===== src/design/rles_pkg.sv =====
// Shared types, constants and the gradient color table of the RGB LED effect sequencer.
`timescale 1ns / 1ps

package rles_pkg;

    localparam int CHANNELS    = 8;
    localparam int PERIOD_BITS = 16;

    localparam int REG_SLOTS  = 8;
    localparam int REG_W      = 42;
    localparam int IDX_W      = 4;
    localparam int CH_W       = 3;
    localparam int COLOR_W    = 24;
    localparam int COLOR_LSB  = 2;
    localparam int PERIOD_LSB = 26;
    localparam int STEP_W     = 4;
    localparam int TABLE_LEN  = 11;

    typedef enum logic [1:0] {
        MODE_OFF      = 2'd0,
        MODE_STABLE   = 2'd1,
        MODE_BLINK    = 2'd2,
        MODE_GRADIENT = 2'd3
    } mode_t;

    // Sequencing controls shared by every cell
    typedef struct packed {
        logic step;
        logic launch;
    } cell_ctrl_t;

    // Register write aimed at one cell
    typedef struct packed {
        logic             we;
        logic [REG_W-1:0] data;
    } cfg_wr_t;

    // Result word passed down the cell row
    typedef struct packed {
        logic [CH_W-1:0]    channel;
        logic [COLOR_W-1:0] color;
        logic               last;
    } res_t;

    function automatic logic [COLOR_W-1:0] grad_color(input logic [STEP_W-1:0] idx);
        logic [COLOR_W-1:0] c;
        unique case (idx)
            4'd0:    c = 24'hE5004B;
            4'd1:    c = 24'hCE1350;
            4'd2:    c = 24'hB72655;
            4'd3:    c = 24'hA0395A;
            4'd4:    c = 24'h894C60;
            4'd5:    c = 24'h725F65;
            4'd6:    c = 24'h5B726A;
            4'd7:    c = 24'h448570;
            4'd8:    c = 24'h2D9875;
            4'd9:    c = 24'h16AB7A;
            4'd10:   c = 24'h00BF80;
            default: c = 24'hE5004B;
        endcase
        return c;
    endfunction

endpackage


===== src/design/rgb_led_effect_sequencer_top.sv =====
// Top level of the RGB LED effect sequencer: row of channel cells and output register.
// An accepted refresh registers the token in cell 0; its word then loads the output register.
// Throughput: one word per cycle while out_ready is high, CHANNELS words per refresh; the
// refresh token walks the cell row one cell per cycle unless the output stalls.
// Output stalls hold the token in place; the next refresh is taken once it leaves the row.
// Reset (rst_n, async low) sets all channels off with cleared counters, dark, table step 0.
`timescale 1ns / 1ps

module rgb_led_effect_sequencer_top (
    input  logic                          clk,
    input  logic                          rst_n,
    input  logic                          in_valid,
    output logic                          in_ready,
    input  logic                          advance,
    output logic                          out_valid,
    input  logic                          out_ready,
    output logic [rles_pkg::CH_W-1:0]     channel,
    output logic [7:0]                    red,
    output logic [7:0]                    green,
    output logic [7:0]                    blue,
    output logic                          last,
    input  logic                          cfg_valid,
    output logic                          cfg_ready,
    input  logic [rles_pkg::IDX_W-1:0]    cfg_index,
    input  logic [rles_pkg::REG_W-1:0]    cfg_data
);

    localparam int N = rles_pkg::CHANNELS;

    logic [N-1:0]          tok_w;
    logic [N-1:0]          adv_w;
    rles_pkg::res_t        res_w [N];
    rles_pkg::cell_ctrl_t  ctrl;
    logic                  busy;
    logic                  in_accept;
    logic                  cfg_accept;

    logic                  out_valid_reg;
    logic                  out_valid_next;
    rles_pkg::res_t        out_word_reg;

    assign busy       = |tok_w;
    assign in_ready   = !busy;
    assign in_accept  = in_valid && in_ready;
    assign cfg_ready  = 1'b1;
    assign cfg_accept = cfg_valid && cfg_ready;

    // Step the token when the output register can take a word
    assign ctrl.launch = in_accept;
    assign ctrl.step   = busy && (!out_valid_reg || out_ready);

    // Row of channel cells
    for (genvar i = 0; i < N; i++)
    begin : g_cell
        rles_pkg::cfg_wr_t cfg_w;
        logic              tok_prev;
        logic              adv_prev;
        rles_pkg::res_t    res_prev;

        assign cfg_w.we   = cfg_accept &&
                            (cfg_index == rles_pkg::IDX_W'(i));
        assign cfg_w.data = cfg_data;

        if (i == 0)
        begin : g_head
            assign tok_prev = in_accept;
            assign adv_prev = advance;
            assign res_prev = '0;
        end
        else
        begin : g_body
            assign tok_prev = tok_w[i-1];
            assign adv_prev = adv_w[i-1];
            assign res_prev = res_w[i-1];
        end

        rles_cell u_cell (
            .clk     (clk),
            .rst_n   (rst_n),
            .cell_id (rles_pkg::CH_W'(i)),
            .ctrl    (ctrl),
            .cfg     (cfg_w),
            .tok_in  (tok_prev),
            .adv_in  (adv_prev),
            .tok_out (tok_w[i]),
            .adv_out (adv_w[i]),
            .res_in  (res_prev),
            .res_out (res_w[i])
        );
    end

    // Output register: load a word on each step, drop it when taken
    always_comb
    begin
        if (ctrl.step)
        begin
            out_valid_next = 1'b1;
        end
        else if (out_ready)
        begin
            out_valid_next = 1'b0;
        end
        else
        begin
            out_valid_next = out_valid_reg;
        end
    end

    always_ff @(posedge clk or negedge rst_n)
    begin
        if (!rst_n)
        begin
            out_valid_reg <= 1'b0;
        end
        else
        begin
            out_valid_reg <= out_valid_next;
        end
    end

    always_ff @(posedge clk)
    begin
        if (ctrl.step)
        begin
            out_word_reg <= res_w[N-1];
        end
    end

    assign out_valid = out_valid_reg;
    assign channel   = out_word_reg.channel;
    assign red       = out_word_reg.color[23:16];
    assign green     = out_word_reg.color[15:8];
    assign blue      = out_word_reg.color[7:0];
    assign last      = out_word_reg.last;

endmodule


===== src/design/rles_cell.sv =====
// One LED channel cell: setup register, tick counter, blink and gradient state.
`timescale 1ns / 1ps

module rles_cell (
    input  logic                  clk,
    input  logic                  rst_n,
    input  logic [rles_pkg::CH_W-1:0] cell_id,
    input  rles_pkg::cell_ctrl_t  ctrl,
    input  rles_pkg::cfg_wr_t     cfg,
    input  logic                  tok_in,
    input  logic                  adv_in,
    output logic                  tok_out,
    output logic                  adv_out,
    input  rles_pkg::res_t        res_in,
    output rles_pkg::res_t        res_out
);

    logic [rles_pkg::REG_W-1:0]       setup_reg;
    logic [rles_pkg::PERIOD_BITS-1:0] cnt_reg;
    logic                             lit_reg;
    logic [rles_pkg::STEP_W-1:0]      step_reg;
    logic                             tok_reg;
    logic                             adv_reg;

    rles_pkg::mode_t                  mode;
    logic [rles_pkg::COLOR_W-1:0]     color;
    logic [rles_pkg::PERIOD_BITS-1:0] period;
    logic [rles_pkg::PERIOD_BITS-1:0] cnt_inc;
    logic                             counting;
    logic                             wrap;
    logic                             act;
    logic [rles_pkg::PERIOD_BITS-1:0] cnt_next;
    logic                             lit_next;
    logic [rles_pkg::STEP_W-1:0]      step_next;
    logic [rles_pkg::COLOR_W-1:0]     shown;
    rles_pkg::res_t                   own;

    // Decode the setup register
    assign mode   = rles_pkg::mode_t'(setup_reg[1:0]);
    assign color  = setup_reg[rles_pkg::COLOR_LSB +: rles_pkg::COLOR_W];
    assign period = setup_reg[rles_pkg::PERIOD_LSB +: rles_pkg::PERIOD_BITS];

    // Advance the tick count; act when it reaches the period or wraps
    assign cnt_inc  = cnt_reg + 1'b1;
    assign counting = adv_reg && (mode == rles_pkg::MODE_BLINK ||
                                  mode == rles_pkg::MODE_GRADIENT);
    assign wrap     = (cnt_inc >= period) || (cnt_inc == '0);
    assign act      = tok_reg && ctrl.step;

    always_comb
    begin
        cnt_next  = cnt_reg;
        lit_next  = lit_reg;
        step_next = step_reg;
        if (counting)
        begin
            cnt_next = wrap ? '0 : cnt_inc;
            if (wrap && mode == rles_pkg::MODE_BLINK)
            begin
                lit_next = ~lit_reg;
            end
            if (wrap && mode == rles_pkg::MODE_GRADIENT)
            begin
                step_next = (step_reg >= rles_pkg::STEP_W'(rles_pkg::TABLE_LEN - 1)) ?
                            '0 : step_reg + 1'b1;
            end
        end
    end

    // Pick the shown color from the updated state
    always_comb
    begin
        unique case (mode)
            rles_pkg::MODE_OFF:      shown = '0;
            rles_pkg::MODE_STABLE:   shown = color;
            rles_pkg::MODE_BLINK:    shown = lit_next ? color : '0;
            rles_pkg::MODE_GRADIENT: shown = rles_pkg::grad_color(step_next);
        endcase
    end

    // Channel state: register writes clear the effect state
    always_ff @(posedge clk or negedge rst_n)
    begin
        if (!rst_n)
        begin
            setup_reg <= '0;
            cnt_reg   <= '0;
            lit_reg   <= 1'b0;
            step_reg  <= '0;
        end
        else if (cfg.we)
        begin
            setup_reg <= cfg.data;
            cnt_reg   <= '0;
            lit_reg   <= 1'b0;
            step_reg  <= '0;
        end
        else if (act)
        begin
            cnt_reg  <= cnt_next;
            lit_reg  <= lit_next;
            step_reg <= step_next;
        end
    end

    // Hand the refresh token on to the neighbor
    always_ff @(posedge clk or negedge rst_n)
    begin
        if (!rst_n)
        begin
            tok_reg <= 1'b0;
        end
        else if (ctrl.step || ctrl.launch)
        begin
            tok_reg <= tok_in;
        end
    end

    always_ff @(posedge clk)
    begin
        if (ctrl.step || ctrl.launch)
        begin
            adv_reg <= adv_in;
        end
    end

    assign tok_out = tok_reg;
    assign adv_out = adv_reg;

    // Drive this channel's word onto the result chain while holding the token
    assign own.channel = cell_id;
    assign own.color   = shown;
    assign own.last    = (cell_id == rles_pkg::CH_W'(rles_pkg::CHANNELS - 1));
    assign res_out     = tok_reg ? own : res_in;

endmodule


===== config.mk =====
export PLATFORM = sky130hd
export DESIGN_NAME = rgb_led_effect_sequencer_top
export DESIGN_NICKNAME = d
export VERILOG_FILES = /design/src/design/rles_pkg.sv /design/src/design/rgb_led_effect_sequencer_top.sv /design/src/design/rles_cell.sv
export SDC_FILE = /design/constraint.sdc
export NUM_CORES = 2
export LEC_CHECK = 0
export BUFFER_PORTS_ARGS = -buffer_cell sky130_fd_sc_hd__buf_2
export CORE_UTILIZATION = 50
export DETAILED_ROUTE_END_ITERATION = 16
export GPL_ROUTABILITY_DRIVEN = 0
export PLACE_DENSITY = 0.67
export RECOVER_POWER = 50
export SYNTH_ARGS = -nofsm -noshare
export SYNTH_HDL_FRONTEND = slang
export SYNTH_SLANG_ARGS = --single-unit
export TNS_END_PERCENT = 20

===== constraint.sdc =====
create_clock -name clk -period 5.9 [get_ports clk]
set_input_delay 0.59 -clock clk [delete_from_list [all_inputs] [get_ports clk]]
set_output_delay 0.59 -clock clk [all_outputs]
set_load 0.05 [all_outputs]

==> out/qor.csv <==
stage,metric,value,unit
place,pre-CTS setup slack,0.134,ns
synth,syn_nets,4367,
timing,Fin. Hold Viols,0,
route,routed wire length,116000,um
pwr,Pwr Density,403,nW/um^2
die,CORE AREA,70400,sq um
layout,nets,4392,
layout,max FFs per register,336,
die,Die H,270,um
status,failing checks,"max-capacitance violations, max-slew violations",
pwr,overall power,16000,uW
synth,"EDFF count, synth",36,
global_routing,vias in the first global route,29587,
synth,asr flop ratio synth,0.934,
timing,fin crit period,5.77,ns
timing,Setup Skew,0.0219,ns
synth,Synth Area in Adders,0.0748,
clocking,CTS buffer count,66,
synth,XOR/XNOR share of the synthesized area,0.0350,
pwr,switching portion of total power,0.408,
die,I/O Pins,83,
synth,Post-Synth Simple-Gate Area,0.192,
timing,RSZ-0062 raised after global routing,yes,
global_routing,largest net degree at the start of global routing,164,
timing,fin. max-slew vios,838,
clocking,clock tree buffer depth,3,
worst_setup_path,Critical Path RT,6.24,ns
pwr,peak supply drop,0.402,mV
route,DR vias,32216,
route,drt pass-1 iters,6,
clocking,Clock Pin Slew Worst Setup and Hold Paths,0.06,ns
global_routing,first-pass GRT wire length,179000,um
layout,area delta synth->final,10.9,%
synth,post-synthesis register bit count,549,
worst_setup_path,CP max FO,10,
global_routing,antenna violations before repair,1,
pwr,Gate power share,0.380,
status,status,finished with violations,
route,DRT antenna net count,0,
worst_setup_path,R2R depth,23,
layout,share of layout cells above drive strength 1,0.122,
global_routing,grt met2 use,0.451,
timing,period utilization,0.977,
global_routing,met1 usage,0.450,
synth,most frequently used flop master after synthesis,dfrtp_1,
synth,syn avg cell area,8.73,sq um
pwr,Clk pwr share,0.277,
die,Starting Density,0.509,
layout,"commonest non-fill, non-tap cell in the layout",nand2_1,
timing,FMAX,173,MHz
pwr,NetSw,6540,uW
global_routing,met3 usage,0.0566,
synth,"Cell Area, Synth",35800,sq um
global_routing,GRT busiest layer,met2,
pwr,Leakage,0.0180,uW
worst_setup_path,Crit. End Element,flop,
place,placed cell areas,37400,sq um
route,Routed WL per cell,22.7,um
synth,Synth cell types,105,
die,Die Wd,270,um
synth,main combinational cell family by area after synthesis,compound AO/OA/AOI/OAI gates,
run,MaxCap Viol Count,10,
timing,setup TNS,0,ns
clocking,TritonCTS clock tree,done,
die,Die Footprint,72700,sq um
place,DPL Wire Length,81700,um
clocking,root buffer cell,clkbuf_16,
clocking,H-Tree Depth,3,
synth,cell count after synthesis,4101,
synth,post-synthesis mux area share,0.0499,
global_routing,GR Overflow Total,0,
timing,max_slew headroom,-1.31,
global_routing,Total Routing Usage GR,0.314,
timing,Worst-Margin Slew,3.47,ns
clocking,clk sink count,549,
synth,synth warn,0,
min_path,WHS Path Cells,3,
place,IO Port Bufs,81,
layout,most frequent cells in the layout,"687 x nand2_1, 511 x dfrtp_1, 296 x o21ai_0",
route,DRT iter0 DRCs,3929,
worst_setup_path,worst path arrival time,6.11,ns
layout,fillers,6440,
synth,"Seq/Total Area, Yosys",0.389,
layout,Final Core Density,0.564,
layout,fin area,39700,sq um
synth,Synth Area in Compound Gates,0.204,
pwr,sequential power share,0.343,
min_path,hold crit path type,in -> reg,
worst_setup_path,critical path class,reg -> reg,
clocking,insertion delay to the later sink of the worst-skew pair,0.63,ns
die,Placement Rows,97,
worst_setup_path,startpoint types,flop,
pwr,Power Internal,9480,uW
timing,Final Setup Violations,0,
route,vias per std cell,6.29,
route,DRC viols,0,
timing,final setup margin,0.134,ns
per-stage QoR:
stage / hold slack, ns / std cells
2_1_floorplan: 0.294 / 4101
3_3_place_gp: 0.457 / 4992
3_5_place_dp: 0.463 / 4992
4_1_cts: 0.225 / 5112
5_1_grt: 0.280 / 5117
6_report: 0.269 / 5118
logic make-up after synthesis:
logic type / after synthesis
muxes: 164
DFF: 549
buffers and inverters: 483
AOI/OAI and AO/OA: 1067
other: 1
and+or+nand+nor: 1480
xor gates and xnor gates: 143
adders and majority gates: 214
what timing repair did:
action / CTS / global route
endpoints found under the setup margin: 0 / 12
hold buffers: 1 / 0
setup buffers: 0 / 5
hold endpoints to repair: 31 / 0
resized for setup: 0 / 13
area by class of cell:
cell class / count / area [sq um] / area share
well taps: 940 / 1180 / 0.0296
diodes: 1 / 2.50 / 0.0000630
multi-input cells: 3069 / 20000 / 0.504
flip-flops and latches: 549 / 13900 / 0.351
clock buffers: 89 / 1900 / 0.0479
clock inverters: 30 / 463 / 0.0117
inverters: 218 / 818 / 0.0206
repair buffers: 222 / 1430 / 0.0360
critical path: stages (launching register included):
cell and delay [ns]:
dfrtp_1 0.47, ha_1 0.26, nand3_4 0.15, nor4_1 0.38, xor2_1 0.29, ha_1 0.30
a21o_1 0.19, a21oi_1 0.14, o21ai_0 0.11, a21oi_1 0.45, o21a_4 0.27, nor2_4 0.08
a31oi_1 0.37, ha_1 0.35, inv_1 0.12, a21oi_1 0.05, a31oi_1 0.15, a21boi_0 0.11
o311ai_1 0.47, buf_4 0.19, nand3_1 0.10, nor3_1 0.23, buf_4 0.15, o2111ai_1 0.10
final timing paths:
| path | to | slack [ns] | from |
|---|---|---|---|
| min in group asynchronous | g_cell[4].u_cell.setup_reg[16] | 1.07 | rst_n |
| min reg2reg | g_cell[2].u_cell.setup_reg[26] | 0.48 | g_cell[2].u_cell.setup_reg[26] |
| min | g_cell[2].u_cell.setup_reg[3] | 0.27 | cfg_data[3] |
| max | green[4] | 0.13 | g_cell[0].u_cell.cnt_reg[1] |
| max in group asynchronous | g_cell[3].u_cell.cnt_reg[3] | 1.39 | rst_n |
| max reg2reg | green[4] | 0.13 | g_cell[0].u_cell.cnt_reg[1] |
power by group through the flow:
stage	clock, uW	combinational, uW	sequential, uW
after floorplan	0	3790	5520
after global routing	4640	6580	5580
final	4440	6100	5490
after global placement	0	5810	5490
after CTS	4500	5910	5450
after detailed placement	0	5870	5510
cell usage after synthesis (all sizes together), types with 14 or more instances:
| cell | number | area, sq um |
|---|---|---|
| o221ai | 18 | 158 |
| a211oi | 58 | 435 |
| nor2b | 21 | 131 |
| o21a | 14 | 113 |
| o31ai | 40 | 319 |
| and3 | 40 | 250 |
| nor2 | 289 | 1100 |
| mux2i | 52 | 524 |
| nand2 | 690 | 2600 |
| a31oi | 41 | 257 |
| xnor2 | 87 | 762 |
| and2 | 30 | 190 |
| edfxtp | 36 | 1080 |
| o211ai | 25 | 188 |
| a211o | 14 | 123 |
| o22ai | 21 | 131 |
| nor4 | 35 | 274 |
| a22oi | 34 | 260 |
| or2 | 18 | 113 |
| buf | 89 | 494 |
| inv | 216 | 811 |
| or4 | 14 | 113 |
| a221oi | 27 | 249 |
| a21oi | 158 | 795 |
| nand4 | 72 | 472 |
| nand2b | 39 | 244 |
| a21o | 50 | 375 |
| a32oi | 23 | 201 |
| dfrtp | 513 | 12800 |
| a32o | 39 | 390 |
| or3 | 22 | 138 |
| xor2 | 56 | 490 |
| o2111ai | 14 | 123 |
| mux2 | 112 | 1260 |
| ha | 214 | 2680 |
| o21ai | 309 | 1550 |
| nand3 | 104 | 543 |
| clkbuf | 176 | 661 |
| nor3 | 62 | 320 |
| o2bb2ai | 14 | 129 |
| a22o | 53 | 464 |
layer usage:
metal  wire length (um)  part of all wire  vias to the layer above
met5                  0                 0                        -
met3              10300             0.089                      346
met1              50600              0.44                    15468
li1                   -                 -                    14762
met4               6720             0.058                        0
met2              48400              0.42                     1640
No activity file was read; power rests on OpenSTA's default activity.
